==> config.mk <==
export PLATFORM = sky130hd
export DESIGN_NAME = bus_packet_receive_filter_core
export DESIGN_NICKNAME = d
export VERILOG_FILES = /design/src/rtl/bprf_pkg.sv /design/src/rtl/bprf_framer.sv /design/src/rtl/bus_packet_receive_filter_core.sv
export SDC_FILE = /design/constraint.sdc
export NUM_CORES = 1
export LEC_CHECK = 0
export BUFFER_PORTS_ARGS = -buffer_cell sky130_fd_sc_hd__clkbuf_2
export CORE_MARGIN = 2
export CORE_UTILIZATION = 55
export CTS_CLUSTER_SIZE = 10
export DETAILED_ROUTE_END_ITERATION = 10
export PLACE_DENSITY_LB_ADDON = 0.08
export SYNTH_ARGS = -nofsm -noshare
export SYNTH_HDL_FRONTEND = slang
export SYNTH_SLANG_ARGS = --single-unit
==> constraint.sdc <==
create_clock -name clk -period 21.4 [get_ports clk]
set_clock_uncertainty 0.15 [all_clocks]
set_input_delay 0 -clock clk [delete_from_list [all_inputs] [get_ports clk]]
set_output_delay 0 -clock clk [all_outputs]
set_load 0.05 [all_outputs]
==> src/rtl/bprf_pkg.sv <==
// ---------------------------------------------------------------------------
// bprf_pkg
// Types and constants of the bus packet receive filter.
// ---------------------------------------------------------------------------
package bprf_pkg;

    // Header layout
    localparam int         HDR_DEPTH  = 7;
    localparam logic [2:0] HDR_BYTES  = 3'(HDR_DEPTH);
    localparam logic [2:0] POS_DEST   = 3'd0;
    localparam logic [2:0] POS_LEN    = 3'd1;
    localparam logic [2:0] POS_SRC    = 3'd2;
    localparam logic [2:0] POS_STATUS = 3'd3;
    localparam logic [2:0] POS_ID     = 3'd4;
    localparam logic [2:0] POS_SUM    = 3'd5;
    localparam logic [2:0] POS_CMD    = 3'd6;

    // Bytes left after the address check: header rest plus payload
    localparam logic [8:0] SKIP_HDR_REST = 9'(HDR_DEPTH - 2);

    localparam logic [7:0] STATUS_CHECK = 8'h00;

    // Result kinds
    localparam logic [1:0] KIND_HEADER  = 2'd0;
    localparam logic [1:0] KIND_PAYLOAD = 2'd1;
    localparam logic [1:0] KIND_ABORT   = 2'd2;

    // Register indexes
    localparam logic REG_OWN_ADDRESS       = 1'b0;
    localparam logic REG_BROADCAST_ADDRESS = 1'b1;

    typedef struct packed {
        logic [7:0] rx_byte;
        logic       line_error;
    } in_beat_t;

    typedef struct packed {
        logic [1:0] item_kind;
        logic [7:0] frame_destination;
        logic [7:0] frame_source;
        logic [7:0] frame_status;
        logic [7:0] frame_id;
        logic [7:0] frame_command;
        logic [7:0] frame_length;
        logic [7:0] payload_byte;
        logic       last;
    } out_beat_t;

    typedef struct packed {
        logic [7:0] own_address;
        logic [7:0] broadcast_address;
    } cfg_t;

endpackage

==> src/rtl/bprf_framer.sv <==
// ---------------------------------------------------------------------------
// bprf_framer
// Frame state, header store and per-byte decision of the receive filter.
// ---------------------------------------------------------------------------
module bprf_framer (
    input  logic                clk,
    input  logic                rst_n,
    input  logic                step,
    input  bprf_pkg::in_beat_t  beat,
    input  bprf_pkg::cfg_t      cfg,
    output logic                res_valid,
    output bprf_pkg::out_beat_t res
);

    logic [7:0] hdr_reg [bprf_pkg::HDR_DEPTH];
    logic [2:0] hcount_reg, hcount_next;
    logic [7:0] pcount_reg, pcount_next;
    logic [8:0] skip_reg, skip_next;
    logic       deliv_reg, deliv_next;

    logic       hdr_wr;
    logic [7:0] b;
    logic [7:0] sum_x;
    logic [7:0] frame_len;
    logic [7:0] pcount_inc;
    logic       done;

    assign b          = beat.rx_byte;
    assign frame_len  = hdr_reg[bprf_pkg::POS_LEN];
    assign pcount_inc = pcount_reg + 8'd1;
    assign done       = (pcount_inc == frame_len);
    assign hdr_wr     = step && !beat.line_error && (skip_reg == 9'd0)
                        && (hcount_reg < bprf_pkg::HDR_BYTES);

    // XOR of the six non-checksum bytes; command is the byte arriving now
    assign sum_x = hdr_reg[bprf_pkg::POS_DEST] ^ hdr_reg[bprf_pkg::POS_LEN]
                 ^ hdr_reg[bprf_pkg::POS_SRC] ^ hdr_reg[bprf_pkg::POS_STATUS]
                 ^ hdr_reg[bprf_pkg::POS_ID] ^ b;

    // Next state and result
    always_comb
    begin
        hcount_next = hcount_reg;
        pcount_next = pcount_reg;
        skip_next   = skip_reg;
        deliv_next  = deliv_reg;
        res_valid   = 1'b0;

        res.item_kind         = bprf_pkg::KIND_HEADER;
        res.frame_destination = hdr_reg[bprf_pkg::POS_DEST];
        res.frame_source      = hdr_reg[bprf_pkg::POS_SRC];
        res.frame_status      = hdr_reg[bprf_pkg::POS_STATUS];
        res.frame_id          = hdr_reg[bprf_pkg::POS_ID];
        res.frame_command     = hdr_wr ? b : hdr_reg[bprf_pkg::POS_CMD];
        res.frame_length      = frame_len;
        res.payload_byte      = 8'h00;
        res.last              = 1'b0;

        if (step)
        begin
            priority if (beat.line_error)
            begin
                // abort a frame in delivery, reset the framer
                if (deliv_reg)
                begin
                    res_valid     = 1'b1;
                    res.item_kind = bprf_pkg::KIND_ABORT;
                end
                hcount_next = 3'd0;
                pcount_next = 8'd0;
                skip_next   = 9'd0;
                deliv_next  = 1'b0;
            end
            else if (skip_reg != 9'd0)
            begin
                skip_next = skip_reg - 9'd1;
                if (skip_reg == 9'd1)
                begin
                    hcount_next = 3'd0;
                    pcount_next = 8'd0;
                    deliv_next  = 1'b0;
                end
            end
            else if (hcount_reg < bprf_pkg::HDR_BYTES)
            begin
                hcount_next = hcount_reg + 3'd1;
                if (hcount_reg == bprf_pkg::POS_LEN)
                begin
                    // address filter once destination and length are in
                    if (hdr_reg[bprf_pkg::POS_DEST] != cfg.own_address &&
                        hdr_reg[bprf_pkg::POS_DEST] != cfg.broadcast_address)
                        skip_next = bprf_pkg::SKIP_HDR_REST + {1'b0, b};
                end
                else if (hcount_reg == bprf_pkg::POS_CMD)
                begin
                    priority if (sum_x != hdr_reg[bprf_pkg::POS_SUM])
                    begin
                        if (frame_len == 8'd0)
                            hcount_next = 3'd0;
                        else
                            skip_next = {1'b0, frame_len};
                    end
                    else if (hdr_reg[bprf_pkg::POS_STATUS] == bprf_pkg::STATUS_CHECK)
                    begin
                        // check frame: consumed without a result
                        if (frame_len == 8'd0)
                            hcount_next = 3'd0;
                    end
                    else
                    begin
                        res_valid     = 1'b1;
                        res.item_kind = bprf_pkg::KIND_HEADER;
                        res.last      = (frame_len == 8'd0);
                        if (frame_len == 8'd0)
                            hcount_next = 3'd0;
                        else
                            deliv_next = 1'b1;
                    end
                end
            end
            else
            begin
                // payload phase
                if (pcount_reg >= frame_len)
                begin
                    hcount_next = 3'd0;
                    pcount_next = 8'd0;
                    deliv_next  = 1'b0;
                end
                else
                begin
                    pcount_next = pcount_inc;
                    if (deliv_reg)
                    begin
                        res_valid        = 1'b1;
                        res.item_kind    = bprf_pkg::KIND_PAYLOAD;
                        res.payload_byte = b;
                        res.last         = done;
                    end
                    if (done)
                    begin
                        hcount_next = 3'd0;
                        pcount_next = 8'd0;
                        deliv_next  = 1'b0;
                    end
                end
            end
        end
    end

    // Header store
    always_ff @(posedge clk)
    begin
        if (hdr_wr)
            hdr_reg[hcount_reg] <= b;
    end

    // Framer control state
    always_ff @(posedge clk or negedge rst_n)
    begin
        if (!rst_n)
        begin
            hcount_reg <= 3'd0;
            pcount_reg <= 8'd0;
            skip_reg   <= 9'd0;
            deliv_reg  <= 1'b0;
        end
        else
        begin
            hcount_reg <= hcount_next;
            pcount_reg <= pcount_next;
            skip_reg   <= skip_next;
            deliv_reg  <= deliv_next;
        end
    end

endmodule

==> src/rtl/bus_packet_receive_filter_core.sv <==
// ---------------------------------------------------------------------------
// bus_packet_receive_filter_core
// Bus receive filter: frames bytes, filters by address and checksum,
// delivers header and payload results.
// ---------------------------------------------------------------------------
// Each accepted byte is held in the input register, and its result is
// then held in the result register. Throughput: one byte per cycle
// unless a stalled result blocks; the framer update is one register step.
// Reset: clears framer counters, delivery flag and both valid bits;
// own_address returns to 0 and broadcast_address to 255.
module bus_packet_receive_filter_core (
    input  logic                clk,
    input  logic                rst_n,
    input  logic                in_valid,
    output logic                in_stall,
    input  bprf_pkg::in_beat_t  in_data,
    output logic                out_valid,
    input  logic                out_stall,
    output bprf_pkg::out_beat_t out_data,
    input  logic                cfg_valid,
    output logic                cfg_ready,
    input  logic                cfg_index,
    input  logic [7:0]          cfg_data
);

    bprf_pkg::cfg_t      cfg_reg;
    logic                in_valid_reg;
    bprf_pkg::in_beat_t  in_data_reg;
    logic                out_valid_reg;
    bprf_pkg::out_beat_t out_data_reg;

    logic                proc;
    logic                in_accept;
    logic                res_valid;
    bprf_pkg::out_beat_t res;

    // Held beat is processed when the result slot is free or draining
    assign proc      = in_valid_reg && (!out_valid_reg || !out_stall);
    assign in_stall  = in_valid_reg && !proc;
    assign in_accept = in_valid && !in_stall;
    assign cfg_ready = 1'b1;
    assign out_valid = out_valid_reg;
    assign out_data  = out_data_reg;

    // Configuration registers
    always_ff @(posedge clk or negedge rst_n)
    begin
        if (!rst_n)
        begin
            cfg_reg.own_address       <= 8'd0;
            cfg_reg.broadcast_address <= 8'd255;
        end
        else if (cfg_valid && cfg_ready)
        begin
            unique case (cfg_index)
                bprf_pkg::REG_OWN_ADDRESS:       cfg_reg.own_address       <= cfg_data;
                bprf_pkg::REG_BROADCAST_ADDRESS: cfg_reg.broadcast_address <= cfg_data;
                default:                         cfg_reg.own_address       <= cfg_data;
            endcase
        end
    end

    // Input register
    always_ff @(posedge clk or negedge rst_n)
    begin
        if (!rst_n)
            in_valid_reg <= 1'b0;
        else if (in_accept)
            in_valid_reg <= 1'b1;
        else if (proc)
            in_valid_reg <= 1'b0;
    end

    always_ff @(posedge clk)
    begin
        if (in_accept)
            in_data_reg <= in_data;
    end

    bprf_framer u_framer (
        .clk       (clk),
        .rst_n     (rst_n),
        .step      (proc),
        .beat      (in_data_reg),
        .cfg       (cfg_reg),
        .res_valid (res_valid),
        .res       (res)
    );

    // Result register
    always_ff @(posedge clk or negedge rst_n)
    begin
        if (!rst_n)
            out_valid_reg <= 1'b0;
        else if (proc)
            out_valid_reg <= res_valid;
        else if (!out_stall)
            out_valid_reg <= 1'b0;
    end

    always_ff @(posedge clk)
    begin
        if (proc && res_valid)
            out_data_reg <= res;
    end

endmodule

-- After elaboration in Yosys (flattened, before gate mapping)
Memories as Yosys holds them, arrays and structs flattened. A register that Yosys moved wholly into a read port is not among the register bits.
Index checks and enable logic that the tools add are counted.
- register bits: 99
- output and inout bits: 62
- latch bits: 0
- bits in read-only memories: 0
- memories: 1
- logic and storage cells: 144
- RAM bits: 56
- magnitude comparators: 2
- multiply operators: 0
- div/mod/pow operators: 0
- shift operators: 0
- reductions and logical operators: 31
- eq/ne operators: 17
- mux-type cells: 63
- $add $sub $neg: 4
- bitwise operators: 8
- memories (memory ; depth ; bits a word ; read ports ; clocked after Yosys merged registers in ; wr ports ; line ; source):
    u_framer.hdr_reg ; 7 ; 8 ; 7 ; 1 ; 1 ; bprf_framer.sv:15 ; logic [7:0] hdr_reg [bprf_pkg::HDR_DEPTH];
- operator list (operator ; count):
    9-bit 2-to-1 mux ; 8
    8-bit 2-to-1 mux ; 6
    8-bit XOR ; 5
    1-bit 2-to-1 mux ; 35
    3-bit 2-to-1 mux ; 9
    4-bit by 3-bit inequality test with 1-bit output, second input constant ; 6
    8-bit inequality test ; 3
    8-bit logical NOT ; 2
    2-bit 2-to-1 mux ; 5
    3-bit by 8-bit adder with 9-bit output, first input constant ; 1
    9-bit by 1-bit equality test with 1-bit output, second input constant ; 1
    9-bit logical NOT ; 1
    9-bit nonzero test ; 1
    9-bit by 1-bit subtractor with 9-bit output, second input constant ; 1
    8-bit by 1-bit adder with 8-bit output, second input constant ; 1
    8-bit equality test ; 1
    8-bit greater-or-equal comparator ; 1
    1-bit logical AND ; 8
    8-bit AND reduction ; 1
    4-bit nonzero test ; 2
    3-bit AND reduction ; 2
    6-bit AND reduction ; 1
    6-bit OR reduction ; 1
    1-bit logical NOT ; 5
    other kinds (15) ; 18

-- Depth between registers and ports, before layout
Gate-level depths: netlist of the first run.
An unclocked memory read counts as a cell.
- depth after elaboration: 15
- depth in mapped cells: 10

-- Modules after synthesis
A second synthesis of the first run with hierarchy kept.
- cells, all modules: 514
- area, all modules: 7339.5 µm²
- modules (own cells, without submodules) (module ; area an instance (µm²) ; cells each ; times used):
    bprf_framer ; 4540.6 ; 398 ; 1
    bus_packet_receive_filter_core ; 2798.9 ; 116 ; 1

-- Worst setup path after synthesis of the first run
No wires, ideal clock.
- path kind: register to register
- start: register in_data_reg[7] (netlist name)
- end: register out_data_reg, in the netlist out_data[0], enable pin
- cell stages (with the launch flop): 6
- library setup time: 0.557 ns
- required time: 20.693 ns
- period minus slack after synthesis: 6.945 ns
- slack: 14.455 ns
- path buffers: 0
- arrival: 6.238 ns
- cell sequence: edfxtp_1 > xnor3_1 > xnor3_1 > or4_4 > a211o_1 > o21ai_0
- cells in the longest elaborated chain, start to end: 10
- RTL lines (what ; line ; source):
    start: declaration ; bus_packet_receive_filter_core.sv:28 ; bprf_pkg::in_beat_t in_data_reg;
    start signal: assignment ; bus_packet_receive_filter_core.sv:77 ; in_data_reg <= in_data;
    8-bit XOR ; bprf_framer.sv:38 ; ^ hdr_reg[bprf_pkg::POS_ID] ^ b;
    8-bit inequality test ; bprf_framer.sv:96 ; priority if (sum_x != hdr_reg[bprf_pkg::POS_SUM])
    1-bit 2-to-1 mux ; bprf_framer.sv:96 ;
    1-bit 2-to-1 mux ; bprf_framer.sv:94 ; else if (hcount_reg == bprf_pkg::POS_CMD)
    1-bit 2-to-1 mux ; bprf_framer.sv:87 ; if (hcount_reg == bprf_pkg::POS_LEN)
    1-bit 2-to-1 mux ; bprf_framer.sv:84 ; else if (hcount_reg < bprf_pkg::HDR_BYTES)
    1-bit 2-to-1 mux ; bprf_framer.sv:74 ; else if (skip_reg != 9'd0)
    1-bit 2-to-1 mux ; bprf_framer.sv:61 ; priority if (beat.line_error)
    1-bit 2-to-1 mux ; bprf_framer.sv:59 ; if (step)
    1-bit logical AND ; bus_packet_receive_filter_core.sv:103 ; if (proc && res_valid)
    end signal: assignment ; bus_packet_receive_filter_core.sv:104 ; out_data_reg <= res;
    end: declaration ; bus_packet_receive_filter_core.sv:30 ; bprf_pkg::out_beat_t out_data_reg;
No other way between the ends.
A chain may end at the register's enable or synchronous reset.

-- Worst setup path after layout of the first run
- start: register in_data_reg[2] (netlist name)
- end: register out_data_reg, in the netlist out_data[10], enable pin
Same word-level chain as after synthesis.

==> impl_metrics.py, run 1 <==
metrics = {
    "run_status": {
        "status": "finished clean",
    },
    "synthesis": {
        "ys_seq_area_frac": 0.634,
        "synth_top_flop_cell": "edfxtp_1",
        "async_flop_share": 0.239,
        "synthCells": 539,
        "synthTopCellsByArea": "edfxtp_1 (50%), dfrtp_1 (10%), xnor2_1 (4.1%)",
        "syn_area_per_cell_um2": 13.8,
        "ys_warn_count": 0,
        "synth-seq-cells": 163,
        "yosysUniqueCellTypes": 57,
        "synth_most_common_cell": "edfxtp_1",
        "synth_edf_count": 124,
        "synth_largest_area_cell": "edfxtp_1",
        "syn-num-nets": 577,
        "yosys-top-cells-count": "edfxtp_1 (124), nand2_1 (44), xnor2_1 (35)",
        "yosysTopAreaCellShare": 0.501,
        "syn_area_mm2": 0.00743,
    },
    "global_route": {
        "grt_util_all_layers": 0.243,
        "antenna_found_initial": 0,
        "grt_start_max_net_pins": 60,
        "grt_pass1_vias": 4719,
        "grt_pass1_wl_um": 26000,
        "grt_overflow_total": 0,
    },
    "worst_setup_path": {
        "reg2reg_from": "in_data_reg[2]$_DFFE_PP_",
        "crit_fanout": 59,
        "critPathCaptureType": "flip-flop",
        "arrival_ns": 3.56,
        "start_kind": "flip-flop",
        "rrSetupSlack_ns": 17.75,
        "r2r-end": "out_data[10]$_DFFE_PP_",
        "critPathKind": "flip-flop to flip-flop",
        "ff2ff_path_depth": 6,
        "required_ns": 21.31,
    },
    "power": {
        "power_density_mw_per_mm2": 91.7,
        "irDropWorstVdd_v": 0.0000500,
        "p_leak_nw": 3.52,
    },
    "placed_design": {
        "place_area_mm2": 0.00803,
        "port_buffers": 83,
        "finalWeightedCongestion": 0.970,
        "dp_hpwl_um": 11600,
    },
    "clocking": {
        "cts_resized": 0,
        "postCtsSetupBuffers": 0,
        "clock_sinks": 163,
        "clk_pin_slew_ns": 0.07,
        "htree_levels": 4,
        "clk_latency_ns": 0.43,
        "cts_root_buffer": "clkbuf_16",
        "cts-buffers-inserted": 17,
        "cts_buffer_depth": 2,
        "tritoncts": "built",
    },
    "routing": {
        "drtPass1Iterations": 5,
        "num_vias": 4855,
        "drt_iter0_markers": 473,
        "avgViaCountPerCell": 5.79,
        "routed_wirelength_um": 16600,
        "drc_errors": 0,
        "postRouteAntennaNets": 0,
        "wl_per_cell_um": 19.8,
    },
    "timing": {
        "tightest_slew_ns": 1.01,
        "hold_viol": 0,
        "relSlewSlack": 0.325,
        "maxSlewViolCount": 0,
        "setup_violations": 0,
        "fin_crit_ns": 3.65,
        "setup-tns-final_ns": 0,
        "fin_crit_sh": 0.171,
        "max_freq_mhz": 274,
        "rsz0062_at_grt": "no",
    },
    "floorplanning": {
        "fp.coreArea_mm2": 0.0132,
        "initial_core_util": 0.561,
        "die_h_um": 120,
        "design.die.area_mm2": 0.0145,
        "die-width_um": 120,
        "rows": 42,
        "io_pins": 85,
    },
    "layout": {
        "nets": 688,
        "multiInputGateArea_mm2": 0.00255,
        "final_area_mm2": 0.00884,
        "syn_to_final_growth_pct": 18.9,
        "largest_register_ff_count": 59,
        "seq_area_mm2": 0.00471,
        "nFillCells": 1014,
        "num_antenna_cells": 0,
        "drive_above_1_share": 0.232,
    },
    "job": {
        "drv_cap": 0,
    },
    "min_path": {
        "hold-path-cell-count": 3,
        "hp-start": "cfg_valid",
        "hp-class": "primary input to flip-flop",
        "hold_end": "cfg_reg[9]$_DFFE_PN0P_",
    },
}
## cell type report
cell class	count	area share
Clock inverter	14	0.0173
Tap cell	176	0.0249
Clock buffer	18	0.0485
Timing Repair Buffer	111	0.0773
Sequential cell	163	0.533
Inverter	25	0.0106
Multi-Input combinational cell	332	0.289
## critical path, cell delays in order (launching register included)
cell and delay, ns:
edfxtp_1 0.67, xnor3_2 0.44, xnor3_4 0.32, or4_4 0.55, a211o_1 0.37, o21ai_4 0.14
buf_4 0.59
## placed cells by master (no fill, tap or decap), drive strengths merged, types with 3 or more instances in the layout
cell type | netlist | layout
a211o | 4 | 4
a211oi | 7 | 7
a21o | 5 | 5
a21oi | 14 | 14
a31oi | 8 | 8
and2 | 14 | 14
and3 | 4 | 4
buf | 6 | 5
clkbuf | 13 | 101
clkinv | 0 | 6
dfrtp | 31 | 31
dfstp | 8 | 8
dlygate4sd3 | 0 | 23
edfxtp | 124 | 124
ha | 15 | 15
inv | 25 | 30
mux2 | 17 | 17
mux2i | 3 | 3
nand2 | 44 | 44
nand2b | 7 | 7
nand3 | 15 | 15
nand4 | 12 | 12
nor2 | 24 | 24
nor3 | 9 | 9
nor4 | 7 | 7
o211ai | 6 | 6
o21ai | 11 | 11
o22ai | 7 | 7
o31ai | 8 | 8
o41ai | 3 | 3
or3 | 4 | 4
xnor2 | 35 | 35
xnor3 | 16 | 16
xor2 | 13 | 13
## cells by family after synthesis
group,count (synthesis),synth area share
other cells,1,0.000504
fa+ha+maj,15,0.0252
compound gates,84,0.0781
buf+inv,44,0.0247
simple gates,148,0.102
xor+xnor,64,0.106
mux,20,0.0298
flops,163,0.634
## stage by stage
step                      cells  setup slack (ns)  hold slack (ns)  utilization  power, mW
final                       839             17.75           0.0386        0.668      0.811
after floorplan             539             14.45           -0.446            -      0.475
after CTS                   839             17.76           0.0321        0.668      0.810
after global routing        839             17.51           0.0504        0.668      0.844
after detailed placement    784             17.79           0.0286        0.606      0.511
after global placement      784             17.85           0.0298        0.606      0.508
## where the power goes
part	total (mW)	switching, mW	internal, mW
sequential	0.381	0.0236	0.357
clock	0.299	0.125	0.173
combinational	0.131	0.0746	0.0563
## routing by layer
metal | global-route usage | wire length [µm]
met2 | 0.374 | 7830
met4 | 0.0858 | 303
met1 | 0.348 | 7450
met3 | 0.0505 | 1020
met5 | 0 | 0
## timing repair
action                                  in CTS  in global routing
endpoints found under the hold margin       67                  0
hold buffers                                23                  0
endpoints found under the setup margin       0                  0
## worst max path at each step
stage | depth (start not counted) | from | endpoint | slack [ns]
6_report | 6 | in_data_reg[2]$_DFFE_PP_ | out_data[10]$_DFFE_PP_ | 17.75
3_3_place_gp | 6 | in_data_reg[7]$_DFFE_PP_ | out_data[25]$_DFFE_PP_ | 17.85
5_1_grt | 6 | u_framer.skip_reg[2]$_DFFE_PN0P_ | out_data[10]$_DFFE_PP_ | 17.51
3_5_place_dp | 6 | in_data_reg[2]$_DFFE_PP_ | out_data[33]$_DFFE_PP_ | 17.79
4_1_cts | 6 | in_data_reg[2]$_DFFE_PP_ | out_data[33]$_DFFE_PP_ | 17.76
2_1_floorplan | 5 | in_data_reg[7]$_DFFE_PP_ | out_data[0]$_SDFFCE_PP0P_ | 14.45
No activity file was read; power rests on OpenSTA's default activity.
==> run 2: changes to the inputs <==
==> constraint.sdc (replaced) <==
create_clock -name clk -period 3.52 [get_ports clk]
set_clock_uncertainty 0.15 [all_clocks]
set_input_delay 0 -clock clk [delete_from_list [all_inputs] [get_ports clk]]
set_output_delay 0 -clock clk [all_outputs]
set_load 0.05 [all_outputs]
==> run 2 against run 1 <==
Effect of this change: register-to-register slack worse by 17 ns; combinational power grew to 6.4 times the previous value; routed wire length grew 7.1%; flip-flop and latch count did not move; final cell count rose by 2.3%; design area increased by 2.3%; global-route usage rose by 1.7 points; via count up 0.78%; power grew to 6.3 times the previous value; critical endpoint is now out_data[50]$_DFFE_PP_; largest power group unchanged; highest routed layer unchanged.
==> impl_metrics.py, run 2 (same netlist as run 1, synthesis figures left out) <==
metrics = {
    "run_status": {
        "status": "finished clean",
    },
    "timing": {
        "rsz0062_at_grt": "no",
        "max_freq_mhz": 323,
        "setup_violations": 0,
        "relSlewSlack": 0.318,
        "maxSlewViolCount": 0,
        "setup-tns-final_ns": 0,
        "hold_viol": 0,
        "fin_crit_ns": 3.10,
        "tightest_slew_ns": 1.02,
        "fin_crit_sh": 0.881,
        "worst_slack_ns": 0.420,
    },
    "clocking": {
        "cts_buffer_depth": 2,
        "clk_latency_ns": 0.43,
        "htree_levels": 4,
        "cts-buffers-inserted": 17,
        "cts_resized": 0,
        "clock_sinks": 163,
        "tritoncts": "built",
        "cts_root_buffer": "clkbuf_16",
        "clk_pin_slew_ns": 0.06,
    },
    "floorplanning": {
        "io_pins": 85,
        "initial_core_util": 0.561,
        "design.die.area_mm2": 0.0145,
        "die-width_um": 120,
        "fp.coreArea_mm2": 0.0132,
        "rows": 42,
        "die_h_um": 120,
    },
    "worst_setup_path": {
        "critPathCaptureType": "flip-flop",
        "start_kind": "flip-flop",
        "ff2ff_path_depth": 6,
        "rrSetupSlack_ns": 0.42,
        "critPathKind": "flip-flop to flip-flop",
        "crit_fanout": 59,
        "arrival_ns": 3.05,
        "r2r-end": "out_data[50]$_DFFE_PP_",
        "required_ns": 3.47,
        "reg2reg_from": "u_framer.hdr_reg[1][5]$_DFFE_PP_",
    },
    "routing": {
        "num_vias": 4893,
        "drt_iter0_markers": 362,
        "drtPass1Iterations": 5,
        "routed_wirelength_um": 17800,
        "wl_per_cell_um": 20.7,
        "avgViaCountPerCell": 5.70,
        "drc_errors": 0,
        "postRouteAntennaNets": 0,
    },
    "power": {
        "power_density_mw_per_mm2": 565,
        "irDropWorstVdd_v": 0.000312,
        "p_leak_nw": 3.63,
    },
    "global_route": {
        "grt_overflow_total": 0,
        "grt_util_all_layers": 0.259,
        "grt_pass1_wl_um": 27400,
        "grt_pass1_vias": 4968,
        "antenna_found_initial": 0,
        "grt_start_max_net_pins": 60,
    },
    "layout": {
        "final_common_cell": "edfxtp_1",
        "seq_area_mm2": 0.00471,
        "layout.core_utilization": 0.683,
        "largest_register_ff_count": 59,
        "syn_to_final_growth_pct": 21.7,
        "drive_above_1_share": 0.252,
        "nFillCells": 934,
        "mostFrequentLayoutCells": "edfxtp_1 (124), clkbuf_2 (83), nand2_1 (44), xnor2_1 (35), dfrtp_1 (31)",
        "nets": 707,
        "num_antenna_cells": 0,
        "multiInputGateArea_mm2": 0.00255,
    },
    "placed_design": {
        "dp_slack_ns": 0.451,
        "finalWeightedCongestion": 0.884,
        "dp_hpwl_um": 12200,
        "port_buffers": 83,
    },
    "min_path": {
        "hold_end": "cfg_reg[5]$_DFFE_PN1P_",
        "hp-class": "primary input to flip-flop",
        "hp-start": "cfg_valid",
        "hold-path-cell-count": 3,
    },
    "job": {
        "drv_cap": 0,
    },
}
-- run 2: area by class of cell --
class,count,area share
flip-flops and latches,163,0.521
multi-input cells,332,0.282
repair buffers,130,0.0932
clock buffers,17,0.0470
well taps,176,0.0243
clock inverters,15,0.0221
inverters,25,0.0104
-- run 2: worst max-delay path by stage --
stage	startpoint	to	slack, ns	depth (start not counted)
after floorplan	u_framer.hdr_reg[1][5]$_DFFE_PP_	out_data[0]$_SDFFCE_PP0P_	0.007	5
after global placement	u_framer.hdr_reg[1][5]$_DFFE_PP_	out_data[28]$_DFFE_PP_	0.52	6
after detailed placement	u_framer.hdr_reg[1][5]$_DFFE_PP_	out_data[55]$_DFFE_PP_	0.45	6
after CTS	u_framer.hdr_reg[1][5]$_DFFE_PP_	out_data[28]$_DFFE_PP_	0.44	6
after global routing	u_framer.hdr_reg[1][5]$_DFFE_PP_	out_data[52]$_DFFE_PP_	0.33	6
final	u_framer.hdr_reg[1][5]$_DFFE_PP_	out_data[50]$_DFFE_PP_	0.42	6
-- run 2: where the power goes --
| group | leakage (nW) | internal [mW] | total, mW | switching [mW] |
|---|---|---|---|---|
| registers | 1.63 | 2.17 | 2.30 | 0.126 |
| logic | 1.70 | 0.356 | 0.841 | 0.485 |
| clock network | 0.299 | 1.19 | 1.97 | 0.782 |
-- run 2: routing by layer --
metal	up-vias	track usage	wire length [µm]
met3	33	0.0505	935
met5	-	0	0
met2	164	0.434	9040
met1	2438	0.336	7410
met4	0	0.102	389
li1	2258	-	-
-- run 2: repair_timing --
action / in CTS / in global routing
hold endpoints to repair: 67 / 0
setup buffers: 0 / 0
hold buffers: 25 / 0
-- run 2: stage by stage --
| step | std cells | instance area (µm²) | power [mW] | hold slack (ns) |
|---|---|---|---|---|
| 2_1_floorplan | 539 | 7450 | 2.89 | -0.446 |
| 3_3_place_gp | 801 | 8170 | 3.10 | 0.0272 |
| 3_5_place_dp | 801 | 8170 | 3.13 | 0.0286 |
| 4_1_cts | 858 | 9040 | 5.12 | 0.0316 |
| 5_1_grt | 858 | 9040 | 5.30 | 0.0702 |
| 6_report | 858 | 9040 | 5.11 | 0.0386 |
-- run 2: worst max-delay path, stage by stage (launching register included) --
cell      delay, ns
edfxtp_1       0.50
xnor3_4        0.47
xnor3_1        0.20
or4_4          0.57
a211o_1        0.34
o21ai_4        0.19
buf_12         0.29
